==> src/skvl_pkg.sv <==
// shared types, constants and helpers of the sorted key/value list
`default_nettype none
package skvl_pkg;

	// list geometry
	localparam int CAPACITY = 32;
	localparam int POS_W    = (CAPACITY > 1) ? $clog2(CAPACITY) : 1;
	localparam int CNT_W    = $clog2(CAPACITY + 1);

	// beat field widths
	localparam int OP_W   = 3;
	localparam int KEY_W  = 16;
	localparam int VAL_W  = 32;
	localparam int IPOS_W = 5;
	localparam int OPOS_W = 5;
	localparam int OCNT_W = 6;

	// operation codes
	localparam logic [OP_W-1:0] OP_INSERT       = 3'd0;
	localparam logic [OP_W-1:0] OP_REMOVE_KEY   = 3'd1;
	localparam logic [OP_W-1:0] OP_REMOVE_INDEX = 3'd2;
	localparam logic [OP_W-1:0] OP_LOOKUP_KEY   = 3'd3;
	localparam logic [OP_W-1:0] OP_LOOKUP_INDEX = 3'd4;

	// result status codes
	typedef enum logic [1:0] {
		STAT_OK,
		STAT_NOT_FOUND,
		STAT_FULL,
		STAT_RANGE
	} status_t;

	// sequencer states
	typedef enum logic [1:0] {
		S_IDLE,
		S_CMP,
		S_APPLY
	} state_t;

	// one captured input beat
	typedef struct packed {
		logic [OP_W-1:0]          op;
		logic [KEY_W-1:0]         key;
		logic signed [VAL_W-1:0]  value;
		logic [IPOS_W-1:0]        pos;
	} item_t;

	// one result beat
	typedef struct packed {
		status_t                  status;
		logic [KEY_W-1:0]         key;
		logic signed [VAL_W-1:0]  value;
		logic [OPOS_W-1:0]        pos;
		logic [CNT_W-1:0]         count;
	} res_t;

	// shift command broadcast to the cell row
	typedef struct packed {
		logic             ins;
		logic             del;
		logic [POS_W-1:0] at;
	} cmd_t;

	// priority encoder: hit flag and index of the lowest set bit
	function automatic logic [POS_W:0] first_set(input logic [CAPACITY-1:0] v);
		logic [POS_W:0] r;
		r = '0;
		for (int i = CAPACITY - 1; i >= 0; i--) begin
			if (v[i]) begin
				r = {1'b1, POS_W'(i)};
			end
		end
		return r;
	endfunction

endpackage
`default_nettype wire

==> src/skvl_cell.sv <==
// one list slot: holds a key/value pair, compares it and shifts with its neighbors
`default_nettype none
module skvl_cell (
	input  wire logic                              clk,
	input  wire logic [skvl_pkg::POS_W-1:0]        idx,
	input  wire skvl_pkg::item_t                   item,
	input  wire logic                              cmp_en,
	input  wire skvl_pkg::cmd_t                    cmd,
	input  wire logic [skvl_pkg::KEY_W-1:0]        left_key,
	input  wire logic signed [skvl_pkg::VAL_W-1:0] left_value,
	input  wire logic [skvl_pkg::KEY_W-1:0]        right_key,
	input  wire logic signed [skvl_pkg::VAL_W-1:0] right_value,
	output logic [skvl_pkg::KEY_W-1:0]             key_q,
	output logic signed [skvl_pkg::VAL_W-1:0]      value_q,
	output logic                                   gt_q,
	output logic                                   match_q
);

	// compare flags against the pending beat
	always_ff @(posedge clk) begin
		if (cmp_en) begin
			gt_q    <= (value_q > item.value);
			match_q <= (key_q == item.key);
		end
	end

	// slot contents: open a gap for insert, close one for delete
	always_ff @(posedge clk) begin
		if (cmd.ins && (idx > cmd.at)) begin
			key_q   <= left_key;
			value_q <= left_value;
		end else if (cmd.ins && (idx == cmd.at)) begin
			key_q   <= item.key;
			value_q <= item.value;
		end else if (cmd.del && (idx >= cmd.at)) begin
			key_q   <= right_key;
			value_q <= right_value;
		end
	end

endmodule
`default_nettype wire

==> config.mk <==
export PLATFORM = sky130hd
export DESIGN_NAME = skvl_cell
export DESIGN_NICKNAME = d
export VERILOG_FILES = /design/src/skvl_pkg.sv /design/src/skvl_cell.sv
export SDC_FILE = /design/constraint.sdc
export NUM_CORES = 1
export LEC_CHECK = 0
export ABC_AREA = 1
export BUFFER_PORTS_ARGS = -buffer_cell sky130_fd_sc_hd__buf_2
export CAP_MARGIN = 10
export CORE_MARGIN = 10
export CORE_UTILIZATION = 49
export CTS_CLUSTER_DIAMETER = 120
export CTS_CLUSTER_SIZE = 14
export DETAILED_ROUTE_END_ITERATION = 16
export MAX_ROUTING_LAYER = met4
export PLACE_DENSITY = 0.88
export SYNTH_ARGS = -nofsm -noshare
export SYNTH_HDL_FRONTEND = slang
export SYNTH_SLANG_ARGS = --single-unit
==> constraint.sdc <==
create_clock -name clk -period 8.5 [get_ports clk]
set_clock_uncertainty 0.15 [all_clocks]
set_input_delay 0.85 -clock clk [delete_from_list [all_inputs] [get_ports clk]]
set_output_delay 0.85 -clock clk [all_outputs]
set_load 0.02 [all_outputs]
# == Yosys cells after proc, flatten, opt, wreduce, memory -nomap -nowiden ==
# Cells that the tools add are included.
# totals
regBits,50
in_bits,166
out_inout_bits,50
wordCells,19
# op_classes
magnitude_cmp,3
n_eq_ne,2
mux,6
n_reduce_logical,4
# ops
operator,count
$mux W32,3
$mux W16,3
$gt A32 B32 Y1,1
$eq A16 B16 Y1,1
$eq A5 B5 Y1,1
$ge A5 B5 Y1,1
$gt A5 B5 Y1,1
$logic_and A1 B1 Y1,3
$reduce_bool A3 Y1,1

# == Depth between registers and ports, before layout ==
# logic_depth
word_depth,5
mapped_depth,15
ltp_nobuf,15

# == Worst setup path before layout ==
# Ideal clock, no wire load.
# synth_timing
path_kind,input to register
startpoint,input cmd[4] in the netlist's numbering
endpoint,"register key_q[0] in the netlist's numbering, enable pin"
setup_ns,0.454
t_arrival_ns,3.612
required_time_ns,7.896
setup_slack_ns,4.285
stages,8
path_buffers,0
cell_sequence,inv_1 ha_1 nand2_2 nor2_4 nand2_1 o211ai_2 a21oi_1 nor2_1
# synth_via
elab_chain_len,3
# synth_rtl
item,line_no,rtl
start: declaration,skvl_cell.sv:8,"input wire skvl_pkg::cmd_t cmd,"
$gt A5 B5 Y1 (tied with other cells),skvl_cell.sv:29,if (cmd.ins && (idx > cmd.at)) begin
$logic_and A1 B1 Y1 (on tied branches),"skvl_cell.sv:29, skvl_cell.sv:32, skvl_cell.sv:35",
$reduce_bool A3 Y1 (no line) *,-,
end signal: assignment,skvl_cell.sv:30,key_q <= left_key;
end signal: assignment,skvl_cell.sv:33,key_q <= item.key;
end signal: assignment,skvl_cell.sv:36,key_q <= right_key;
end: declaration,skvl_cell.sv:13,"output logic [skvl_pkg::KEY_W-1:0] key_q,"
# Mark *: on every way between the ends. The rest lies on a longest branch, timed or not.
# A chain may end at the register's enable or synchronous reset.

# == Worst setup path after layout ==
# layout_timing
startpoint,input idx[4] in the netlist's numbering
endpoint,"register value_q[29] in the netlist's numbering, data pin"
# layout_via
elab_chain_len,4
# layout_rtl
item,line_no,rtl
start: declaration,skvl_cell.sv:5,"input wire logic [skvl_pkg::POS_W-1:0] idx,"
"parallel branches: the longest is 3 deep, another holds $gt A5 B5 Y1",-,
$mux W32 *,skvl_cell.sv:29,
end signal: assignment,skvl_cell.sv:31,value_q <= left_value;
end signal: assignment,skvl_cell.sv:34,value_q <= item.value;
end signal: assignment,skvl_cell.sv:37,value_q <= right_value;
end: declaration,skvl_cell.sv:14,"output logic signed [skvl_pkg::VAL_W-1:0] value_q,"
# Mark *: on every way between the ends.

==> reports/qor.csv <==
stage;metric;value;unit
status;status;finished, final reports clean;
floorplan;die_h;108.0;um
layout;antennaDiodeCount;0;
global_route;antenna_found_initial;0;
worst_hold_path;hold_path.class;register to register;
layout;synthToLayoutAreaGrowth;30.30;%
setup_path;arrival;3.14;ns
setup_path;cpPeakStageDelay;0.83;ns
job;maxCapViolations;0;
placed_design;port_buffers;207;
detailed_routing;drc;0;
detailed_routing;viasPerCell;5.259;
layout;drive_gt1_share;34.35;%
detailed_routing;dr.max_layer_used;met4;
clocking;cts_tree;built;
detailed_routing;finalWirelength;12340;um
detailed_routing;met1_length;4874;um
synthesis;synth-adder-area-share;12.20;%
synthesis;synth_top_area_share;39.56;%
timing;hold_violations;0;
layout;num-fill-cells;662;
synthesis;ys_seq_elements;50;
timing;fmax;303.5;MHz
synthesis;syn-cell-area;0.003795;mm2
global_route;grt_pass1_wl;18890;um
placed_design;dp_worst_setup_slack;4.880;ns
synthesis;synth_compound_area_share;17.80;%
layout;final_cell_mix;207 x buf_2, 93 x nand2_1, 60 x nor2_1, 50 x edfxtp_1, 49 x inv_1;
synthesis;synth_edf_count;50;
synthesis;syn_inst;467;
timing;fin_crit_sh;38.77;%
floorplan;coreArea;0.007647;mm2
power;finalPower;822.2;uW
setup_path;critPathLaunchType;input pin;
clocking;clkLatencyLatePin;0.30;ns
layout;nets;861;
setup_path;end_kind;register;
global_route;grt_pass1_vias;4068;
setup_path;slowest_stage;nand3_4;
layout;final_common_cell;buf_2;
clocking;cts_made_buffers;5;
clocking;clockBufferDepth;2;
synthesis;yosys-mux-area-fraction;0;%
timing;setup_tns;0;ns
global_route;grt_max_degree;97;
placed_design;place.gp.congestion;0.8379;
detailed_routing;wl_met2;6288;um
synthesis;synth_xor_area_share;3.000;%
detailed_routing;ant_nets;0;
clocking;numClockSinks;50;
detailed_routing;wl_met3;814;um
clocking;ctsHoldBuffers;0;
synthesis;yosys_warnings;0;
setup_path;path_cells;buf_2 -> ha_1 -> nand2_2 -> nor2_4 -> nand2_4 -> nand3_4 -> nor2_1 -> a31oi_1;
floorplan;dieArea;0.01167;mm2
setup_path;path_max_fanout;96;
clocking;cts_resized;0;
power;power_leakage;2.392;nW
setup_path;cp_data_required_time;8.34;ns
floorplan;start_util;49.62;%
synthesis;synth-seq-area-share;39.56;%
placed_design;placed_area;0.004842;mm2
detailed_routing;drt_pass1_iterations;5;
synthesis;yosysTopAreaCell;edfxtp_1;
placed_design;dpl.hpwl;9445;um
floorplan;num_rows;32;
synthesis;async_flop_share;0;%
timing;rsz0062_at_grt;false;
synthesis;synthFlopType;edfxtp_1;
synthesis;syn_avg_cell_area;8.126;um2
power;vdd_drop_max;0.1121;mV
clocking;clockRootBuffer;clkbuf_8;
floorplan;die_x;108.0;um
detailed_routing;first_iter_violations;205;
timing;maxSlewViolCount;0;
detailed_routing;wl_per_cell;16.23;um
synthesis;ys_types;29;
layout;postLayoutCellArea;0.004945;mm2
synthesis;synth_top_family_by_area;simple AND/OR/NAND/NOR gates;
timing;worst_pin_slew;1.153;ns
power;powerDensity;166.3;mW/mm2
timing;final.setup.worst_slack;5.205;ns
global_route;track_usage;20.63;%
synthesis;yosys.area_share.simple;18.63;%
global_route;grt_overflow_total;0;
detailed_routing;dr_total_vias;3997;
timing;finalSetupViolCount;0;
clocking;cts_setup_buffers;0;
setup_path;criticalPathCategory;input pin to register;
floorplan;io_pins;216;
timing;relSlewSlack;22.96;%
clocking;path_clk_slew;0.09;ns
timing;period_needed;3.295;ns
clocking;h-tree-depth;2;
synthesis;syn_nets;670;
synthesis;synth.area.top_cells;edfxtp_1 40%, ha_1 12%, nand2_1 9.2%;
## critical path, delay by kind of cell
family	cells	cell delay, ns
simple gates	5	1.74
fa+ha+maj	1	0.32
buf+inv	1	0.10
compound gates	1	0.08
## state kept, by name, summed over array words and instances, names as in the netlist
signal and count:
value_q 32, key_q 16, gt_q 1, match_q 1
## path summary, 6_finish.rpt
check                                  from          end  slack, ns  depth (start not counted)
worst min register to register     key_q[5]      match_q       0.58                          3
worst max register to register  value_q[31]         gt_q       6.63                          8
worst max-delay path                 idx[4]  value_q[29]       5.20                          8
worst min-delay path               key_q[5]      match_q       0.58                          3
## metal layers
metal | global-route usage, % | vias to the layer above
li1 | - | 1986
met1 | 22.35 | 1815
met2 | 36.34 | 168
met3 | 3.807 | 28
met4 | 8.302 | 0
met5 | - | -
## layout make-up
type / instances / area (um2) / share of cell area, %
clock buffer: 5 / 68.82 / 1.392
clock inverter: 2 / 33.78 / 0.6832
inverter: 50 / 187.7 / 3.796
multi-input combinational: 342 / 1974 / 39.93
sequential: 50 / 1501 / 30.36
tap: 102 / 127.6 / 2.581
timing repair buffer: 209 / 1051 / 21.26
## power by group
part / switching, mW / leakage (nW) / internal [mW]
combinational: 0.186 / 1.86 / 0.118
sequential: 0.0247 / 0.481 / 0.328
clock: 0.0788 / 0.0517 / 0.0853
total: 0.290 / 2.39 / 0.532
## synthesized netlist by cell type (2+ instances only)
cell      number
inv_1         49
a21oi_1       18
xnor2_1       13
edfxtp_1      50
clkbuf_1      14
nand2_1       93
o21ai_1        2
a31oi_1       48
nor2_4         2
buf_4          2
nor2_1        61
o21ai_0       48
nand3_1        3
buf_2          2
or2_2          3
buf_6          5
nand4_1        5
o21a_1         2
ha_1          37
## cells by family after synthesis
kind of cell             after synthesis
adder cells (fa/ha/maj)               37
XOR/XNOR                              13
AO/OA/AOI/OAI                        120
flip-flops                            50
AND/OR/NAND/NOR                      172
buffers and inverters                 75
## metrics by stage
stage | util, % | instances | hold slack (ns)
2_1_floorplan | - | 467 | 0.6563
3_3_place_gp | 63.32 | 753 | 0.5427
3_5_place_dp | 63.32 | 753 | 0.5596
4_1_cts | 64.66 | 760 | 0.5881
5_1_grt | 64.66 | 760 | 0.6306
6_report | 64.66 | 760 | 0.5758
Note: power is estimated with default switching activity, not from simulation.
