[src/skvl_pkg.sv]
// shared types, constants and helpers of the sorted key/value list
`default_nettype none
package skvl_pkg;

	// list geometry
	localparam int CAPACITY = 32;
	localparam int POS_W    = (CAPACITY > 1) ? $clog2(CAPACITY) : 1;
	localparam int CNT_W    = $clog2(CAPACITY + 1);

	// beat field widths
	localparam int OP_W   = 3;
	localparam int KEY_W  = 16;
	localparam int VAL_W  = 32;
	localparam int IPOS_W = 5;
	localparam int OPOS_W = 5;
	localparam int OCNT_W = 6;

	// operation codes
	localparam logic [OP_W-1:0] OP_INSERT       = 3'd0;
	localparam logic [OP_W-1:0] OP_REMOVE_KEY   = 3'd1;
	localparam logic [OP_W-1:0] OP_REMOVE_INDEX = 3'd2;
	localparam logic [OP_W-1:0] OP_LOOKUP_KEY   = 3'd3;
	localparam logic [OP_W-1:0] OP_LOOKUP_INDEX = 3'd4;

	// result status codes
	typedef enum logic [1:0] {
		STAT_OK,
		STAT_NOT_FOUND,
		STAT_FULL,
		STAT_RANGE
	} status_t;

	// sequencer states
	typedef enum logic [1:0] {
		S_IDLE,
		S_CMP,
		S_APPLY
	} state_t;

	// one captured input beat
	typedef struct packed {
		logic [OP_W-1:0]          op;
		logic [KEY_W-1:0]         key;
		logic signed [VAL_W-1:0]  value;
		logic [IPOS_W-1:0]        pos;
	} item_t;

	// one result beat
	typedef struct packed {
		status_t                  status;
		logic [KEY_W-1:0]         key;
		logic signed [VAL_W-1:0]  value;
		logic [OPOS_W-1:0]        pos;
		logic [CNT_W-1:0]         count;
	} res_t;

	// shift command broadcast to the cell row
	typedef struct packed {
		logic             ins;
		logic             del;
		logic [POS_W-1:0] at;
	} cmd_t;

	// priority encoder: hit flag and index of the lowest set bit
	function automatic logic [POS_W:0] first_set(input logic [CAPACITY-1:0] v);
		logic [POS_W:0] r;
		r = '0;
		for (int i = CAPACITY - 1; i >= 0; i--) begin
			if (v[i]) begin
				r = {1'b1, POS_W'(i)};
			end
		end
		return r;
	endfunction

endpackage
`default_nettype wire

[src/skvl_pick.sv]
// locates the target slot from the cell flags, reads it and builds the result and shift command
`default_nettype none
module skvl_pick (
	input  wire skvl_pkg::item_t                   item,
	input  wire logic [skvl_pkg::CNT_W-1:0]        count,
	input  wire logic [skvl_pkg::CAPACITY-1:0]     gt_vec,
	input  wire logic [skvl_pkg::CAPACITY-1:0]     match_vec,
	input  wire logic [skvl_pkg::KEY_W-1:0]        keys   [skvl_pkg::CAPACITY],
	input  wire logic signed [skvl_pkg::VAL_W-1:0] values [skvl_pkg::CAPACITY],
	output skvl_pkg::res_t                         res,
	output skvl_pkg::cmd_t                         cmd
);

	logic [skvl_pkg::CAPACITY-1:0] live;
	logic [skvl_pkg::POS_W:0]      gt_hit;
	logic [skvl_pkg::POS_W:0]      key_hit;
	logic [skvl_pkg::POS_W-1:0]    sel;
	logic                          pos_ok;

	// only slots below the count take part
	always_comb begin
		for (int i = 0; i < skvl_pkg::CAPACITY; i++) begin
			live[i] = (skvl_pkg::CNT_W'(i) < count);
		end
	end

	assign gt_hit  = skvl_pkg::first_set(gt_vec & live);
	assign key_hit = skvl_pkg::first_set(match_vec & live);
	assign pos_ok  = (skvl_pkg::CNT_W'(item.pos) < count);

	// slot read for key and index operations
	always_comb begin
		if ((item.op == skvl_pkg::OP_REMOVE_KEY) || (item.op == skvl_pkg::OP_LOOKUP_KEY)) begin
			sel = key_hit[skvl_pkg::POS_W-1:0];
		end else begin
			sel = skvl_pkg::POS_W'(item.pos);
		end
	end

	// result and command per operation
	always_comb begin
		res        = '0;
		res.status = skvl_pkg::STAT_OK;
		res.count  = count;
		cmd        = '0;
		case (item.op)
			skvl_pkg::OP_INSERT: begin
				if (count == skvl_pkg::CNT_W'(skvl_pkg::CAPACITY)) begin
					res.status = skvl_pkg::STAT_FULL;
				end else begin
					cmd.ins = 1'b1;
					cmd.at  = gt_hit[skvl_pkg::POS_W] ? gt_hit[skvl_pkg::POS_W-1:0]
						: count[skvl_pkg::POS_W-1:0];
					res.key   = item.key;
					res.value = item.value;
					res.pos   = skvl_pkg::OPOS_W'(cmd.at);
					res.count = count + skvl_pkg::CNT_W'(1);
				end
			end
			skvl_pkg::OP_REMOVE_KEY, skvl_pkg::OP_LOOKUP_KEY: begin
				if (!key_hit[skvl_pkg::POS_W]) begin
					res.status = skvl_pkg::STAT_NOT_FOUND;
				end else begin
					res.key   = keys[sel];
					res.value = values[sel];
					res.pos   = skvl_pkg::OPOS_W'(sel);
					if (item.op == skvl_pkg::OP_REMOVE_KEY) begin
						cmd.del   = 1'b1;
						cmd.at    = sel;
						res.count = count - skvl_pkg::CNT_W'(1);
					end
				end
			end
			skvl_pkg::OP_REMOVE_INDEX, skvl_pkg::OP_LOOKUP_INDEX: begin
				if (!pos_ok) begin
					res.status = skvl_pkg::STAT_RANGE;
				end else begin
					res.key   = keys[sel];
					res.value = values[sel];
					res.pos   = skvl_pkg::OPOS_W'(sel);
					if (item.op == skvl_pkg::OP_REMOVE_INDEX) begin
						cmd.del   = 1'b1;
						cmd.at    = sel;
						res.count = count - skvl_pkg::CNT_W'(1);
					end
				end
			end
			default: begin
				res.status = skvl_pkg::STAT_OK;
			end
		endcase
	end

endmodule
`default_nettype wire

[config.mk]
export PLATFORM = sky130hd
export DESIGN_NAME = skvl_pick
export DESIGN_NICKNAME = d
export VERILOG_FILES = /design/src/skvl_pkg.sv /design/src/skvl_pick.sv
export SDC_FILE = /design/constraint.sdc
export NUM_CORES = 1
export LEC_CHECK = 0
export ABC_AREA = 1
export BUFFER_PORTS_ARGS = -buffer_cell sky130_fd_sc_hd__buf_2
export CORE_AREA = 2 2 683 685
export DETAILED_ROUTE_END_ITERATION = 10
export DIE_AREA = 0 0 685 687
export MAX_ROUTING_LAYER = met4
export PLACE_DENSITY = 0.3
export SYNTH_ARGS = -nofsm -noshare
export SYNTH_HDL_FRONTEND = slang
export SYNTH_SLANG_ARGS = --single-unit
[constraint.sdc]
create_clock -name vclk -period 5.15
set_input_delay 1.03 -clock vclk [all_inputs]
set_output_delay 1.03 -clock vclk [all_outputs]
set_load 0.01 [all_outputs]
==> Word-level counts from Yosys, hierarchy flattened <==
Cells that the tools add are included.
{ "word_totals": {"reg_bits": 0, "inputBits": 1662, "out_inout_bits": 68, "word_cells": 139} }
{ "classes": {"add_sub_neg": 2, "order_cmp": 34, "eq_ne": 5, "mux": 91, "bitwise": 3, "reduce_logical": 4} }
{ "op_table": {"columns": ["op", "count"], "rows": [
  ["6-bit two-way mux", 70],
  ["59-bit two-way mux", 3],
  ["59-bit case mux with 3 select lines", 1],
  ["32-bit binary-select mux with 5-bit select", 1],
  ["5-bit by 6-bit < comparator with 1-bit output, first input constant", 16],
  ["16-bit binary-select mux with 5-bit select", 1],
  ["32-bit bitwise AND", 2],
  ["32-bit two-way mux", 2],
  ["4-bit by 6-bit < comparator with 1-bit output, first input constant", 8],
  ["16-bit two-way mux", 2],
  ["3-bit by 6-bit < comparator with 1-bit output, first input constant", 4],
  ["5-bit two-way mux", 3],
  ["5-bit case mux with 3 select lines", 1],
  ["1-bit by 6-bit < comparator with 1-bit output, first input constant", 2],
  ["2-bit by 6-bit < comparator with 1-bit output, first input constant", 2],
  ["6-bit by 1-bit adder with 6-bit output, second input constant", 1],
  ["3-bit by 2-bit == test with 1-bit output, second input constant", 2],
  ["6-bit == test, second input constant", 1],
  ["6-bit >= comparator, second input constant", 1],
  ["5-bit by 6-bit < comparator with 1-bit output", 1],
  ["5-bit NOT with 6-bit output", 1],
  ["2-bit case mux with 3 select lines", 1],
  ["6-bit by 1-bit subtractor with 6-bit output, second input constant", 1],
  ["2-bit two-way mux", 2],
  ["7 further kinds", 10]
]} }

==> Logic depth before layout (Yosys ltp) <==
{ "depth": {"ltp_word": 41, "depth_mapped": 45, "ltp_nobuf": 43} }

==> Least setup slack after synthesis <==
No wires, ideal clock.
{ "synth_path": {"path_kind": "in2out", "start": "input count[0] (netlist name)", "end": "output res[31] (netlist name)", "arrival_ns": 4.201, "required_time_ns": 4.120, "setup_slack_ns": -0.081, "stages": 43, "n_path_buf": 2, "path_cell_list": "clkinv_1 -> ha_1 -> inv_1 -> nand2_1 -> o21ai_1 -> nand2_1 -> nand2_1 -> nand2_1 -> nand2_1 -> nand2_1 -> nand2_1 -> nand2_1 -> nand2_1 -> nand2_1 -> nand2_1 -> nand2_1 -> nand2_1 -> nand2_1 -> (+7 left out) -> nand2_1 -> nand2_1 -> nand2_1 -> nand2_1 -> nand2_1 -> nand2_1 -> nand2_1 -> nand2_1 -> nand2_1 -> nand2_4 -> buf_2 -> clkbuf_1 -> nand3_1 -> nand3_1 -> nand3_1 -> nand3_1 -> nand3_1 -> nand3_1"} }
{ "synth_rtl": {"columns": ["element", "line_no", "source"], "rows": [
  ["start: declaration", "skvl_pick.sv:5", "input wire logic [skvl_pkg::CNT_W-1:0] count,"],
  ["end: declaration", "skvl_pick.sv:10", "output skvl_pkg::res_t res,"]
]} }

==> results <==
- The routed design could run at a clock period as short as 6.58 ns.
- The via count of the first global-routing pass is 39,800.
- The initial utilization of the core area, before any placement, comes to 3.91%.
- The final layout net count is 7,705.
- The count of warnings emitted by yosys is 0.
- The checks that failed: setup timing.
- In this run the worst path has a maximum fanout of 6.
- The endpoint type of the worst setup path is an output pin.
- The detailed placer's ending HPWL is 306,000 microns.
- The number of clock-tree buffers in the layout is 0.
- The data arrival time at the worst-slack endpoint is 5.55 ns.
- The post-route core utilization is 11.3%.
- For this design the ratio of total power to cell area is 120 mW/mm^2.
- In the finished design, the share of the clock period the worst path needs comes to 128%.
- The total number of sequential cells is 0.
- The net count after synthesis is 5,578.
- The final layout contains routed wiring with a total length of 360,000 microns.
- The routed wire length per instance is 28.7 microns.
- The final number of max-transition violations is 0.
- The maximum number of pins on one net before global-route repair is 82.
- The overall die height is 687 microns.
- Setup repair after global routing could not meet its margin everywhere.
- IR analysis of the VDD net gives a maximum drop of 0.0440 mV.
- For this run, design rule violations remaining after detail routing come to 0.
- By area the synthesized netlist is led by sky130_fd_sc_hd__nand3_1 (61%), sky130_fd_sc_hd__nand2_1 (22%), sky130_fd_sc_hd__clkbuf_1 (4.9%).
- The overall power is 6300 uW.
- The initial antenna violation count is 253.
- The post-route worst setup slack is -1.43 ns.
- The worst-path cell with the longest stage delay is sky130_fd_sc_hd__nand3_2.
- The setup-violating endpoint count in the final report is 55.
- The count of buffers added on input and output ports is 1,730.
- Static timing analysis puts the maximum clock frequency at 152 MHz.
- The flip-flop and latch area is 0 sq um.
- The area of the die is 0.471 sq mm.
- After routing, the total negative slack on setup checks comes to -66.48 ns.
- The critical path class is in -> out.
- The area fraction in compound gates after synthesis is 2.94%.
- The flow ran to the end, but the final reports show violations.
- The largest single stage delay on the critical path is 0.17 ns.
- For the pin with the worst max-slew slack, the measured transition is 0.885 ns.
- For this design the top-level I/O count stands at 1,730.
- The filler cells instantiated in the layout total 54,500.
- The normalized max-slew margin is 41.0%.
- The number of endpoints with negative hold slack in the final report is 0.
- The first-iteration detailed-routing DRC count is 3,372.
- The dominant combinational cell family by area after synthesis is simple AND/OR/NAND/NOR gates.
- The path class of the tightest hold or removal check is in -> out.
- Averaged over all synthesized cells, the footprint is 4.63 sq um.
- The xor-xnor portion of the synthesized cell area is 0.242%.
- The count of maximum capacitance violations is 0.
- The number of standard cells after synthesis is 3,908.
- For this run, the register share of the synthesized area comes to 0%.
- The wire length of the first global-routing pass is 441,000 microns.
- The ratio of routed vias to standard cells is 3.26.
- After floorplanning, the core was divided into 250 placement rows.
- In the final layout, the share of cells above drive strength 1 is 60.2%.
- The static leakage is 0.0227 uW.
- The area of all placed cells without fillers is 0.0525 sq mm.
- The synthesized netlist occupies a cell area of 0.0181 sq mm.
- The cell taking the most area after synthesis is sky130_fd_sc_hd__nand3_1.
- The hold-fix buffer count after cts is 0.
- The core region is 0.463 sq mm.
- Counting distinct cell types in the post-synthesis netlist gives 35.
- The final weighted congestion of routability-driven global placement is 0.929.
- For this run the aggregate overflow at the end of global routing stands at 0.
- The cell occurring most often along the worst timing path is sky130_fd_sc_hd__nand2_1.
- In the synthesized netlist, mux cells make up 0% of the area.
- The placed instances occupy a cell area of 0.0396 sq mm.
- The most common cell in the netlist is sky130_fd_sc_hd__nand3_1.
- The global-route total usage across every layer is 14.8%.
- The simple-gate share of the synthesized area is 84.9%.
- By count the netlist is led by sky130_fd_sc_hd__nand3_1 (2,211), sky130_fd_sc_hd__nand2_1 (1,066), sky130_fd_sc_hd__clkbuf_1 (237).
- In this run the biggest area consumer among cell types represents 61.1% of the synthesized area.
- The worst setup path is launched from an input pin.
- The multi-input combinational cells in the finished layout cover a total of 0.0236 sq mm.
- The total via count after detailed routing is 40,800.
- Summing the areas of all fa, ha and maj instances in the mapped netlist gives 0.553% of the synthesized area.
- The die is 685 microns wide.
- The detailed-router iteration count before antenna repair is 5.
- The worst endpoint required time is 4.12 ns.
- From synthesis to final layout, the design area changed by 190%.
- The detail route stage leaves a number of antenna-violating nets equal to 0.
per-stage QoR:
step                      setup WS [ns]  std cells  hold WS, ns
after floorplan                  0.0962       3908         2.20
after detailed placement          -2.82      12000         2.38
after global placement            -3.30      12000         2.39
final                             -1.43      12500         2.35
after CTS                         -1.60      12200         2.36
after global routing              -1.76      12500         2.38
report_power, final:
group	switching (uW)	internal, uW	total (uW)	leakage (uW)
combinational	3660	2650	6300	0.0227
clock	0	0.00904	0.00904	0.00000204
sequential	0	0	0	0
total	3660	2650	6300	0.0227
what timing repair did:
action	in CTS	in global routing
gates cloned	52	17
gates resized for setup	1255	666
setup endpoints to repair	66	63
pin swaps	252	280
buffers inserted	149	53
final timing paths:
check       to  cells past startpoint  slack (ns)      from
max    res[29]                     49       -1.43  count[1]
min    res[50]                      4        2.35  item[44]
metal layers:
layer  vias to the layer above  wire, microns  GRT usage, %
li1                      18400              -             -
met1                     19800         145000          17.4
met2                      2132         181000          26.3
met3                       439          22900          2.81
met4                         0          11100          2.65
met5                         -              0             -
placed cells by master (no fill, tap or decap), types with 4 or more instances in the layout:
master                         n
sky130_fd_sc_hd__a21oi_1       9
sky130_fd_sc_hd__a31oi_1       6
sky130_fd_sc_hd__buf_12      219
sky130_fd_sc_hd__buf_16       62
sky130_fd_sc_hd__buf_2      1669
sky130_fd_sc_hd__buf_4       389
sky130_fd_sc_hd__buf_6       140
sky130_fd_sc_hd__buf_8        34
sky130_fd_sc_hd__bufbuf_16     9
sky130_fd_sc_hd__clkbuf_16    17
sky130_fd_sc_hd__diode_2     322
sky130_fd_sc_hd__ha_1          6
sky130_fd_sc_hd__inv_1        27
sky130_fd_sc_hd__inv_2         7
sky130_fd_sc_hd__nand2_1     867
sky130_fd_sc_hd__nand2_2     134
sky130_fd_sc_hd__nand2_4      62
sky130_fd_sc_hd__nand2_8       5
sky130_fd_sc_hd__nand3_1    1384
sky130_fd_sc_hd__nand3_2     538
sky130_fd_sc_hd__nand3_4     289
sky130_fd_sc_hd__nor2_1       36
sky130_fd_sc_hd__nor2_2        4
sky130_fd_sc_hd__nor2_4       15
sky130_fd_sc_hd__nor3_1        5
sky130_fd_sc_hd__o211ai_1      5
sky130_fd_sc_hd__o21ai_0      20
sky130_fd_sc_hd__o21ai_1      10
sky130_fd_sc_hd__o21ai_2      10
sky130_fd_sc_hd__o21ai_4      10
sky130_fd_sc_hd__o22ai_1       4
sky130_fd_sc_hd__xor2_1        4
area by class of cell:
cell class | count | share of cell area (%)
diodes | 322 | 1.53
inverters | 43 | 0.446
multi-input cells | 3450 | 44.9
well taps | 6174 | 14.7
repair buffers | 2539 | 38.4
repair inverters | 1 | 0.0167
kinds of logic after synthesis:
family,Yosys count
and+or+nand+nor,3346
buffers and inverters,458
AOI/OAI and AO/OA,91
xor gates and xnor gates,5
adders and majority gates,8
critical path, delay by kind of cell:
kind | cells | cell delay (ns)
AO/OA/AOI/OAI | 1 | 0.13
adder cells (fa/ha/maj) | 1 | 0.15
AND/OR/NAND/NOR | 34 | 2.55
buffers and inverters | 13 | 1.62
No activity file was read; power rests on OpenSTA's default activity.
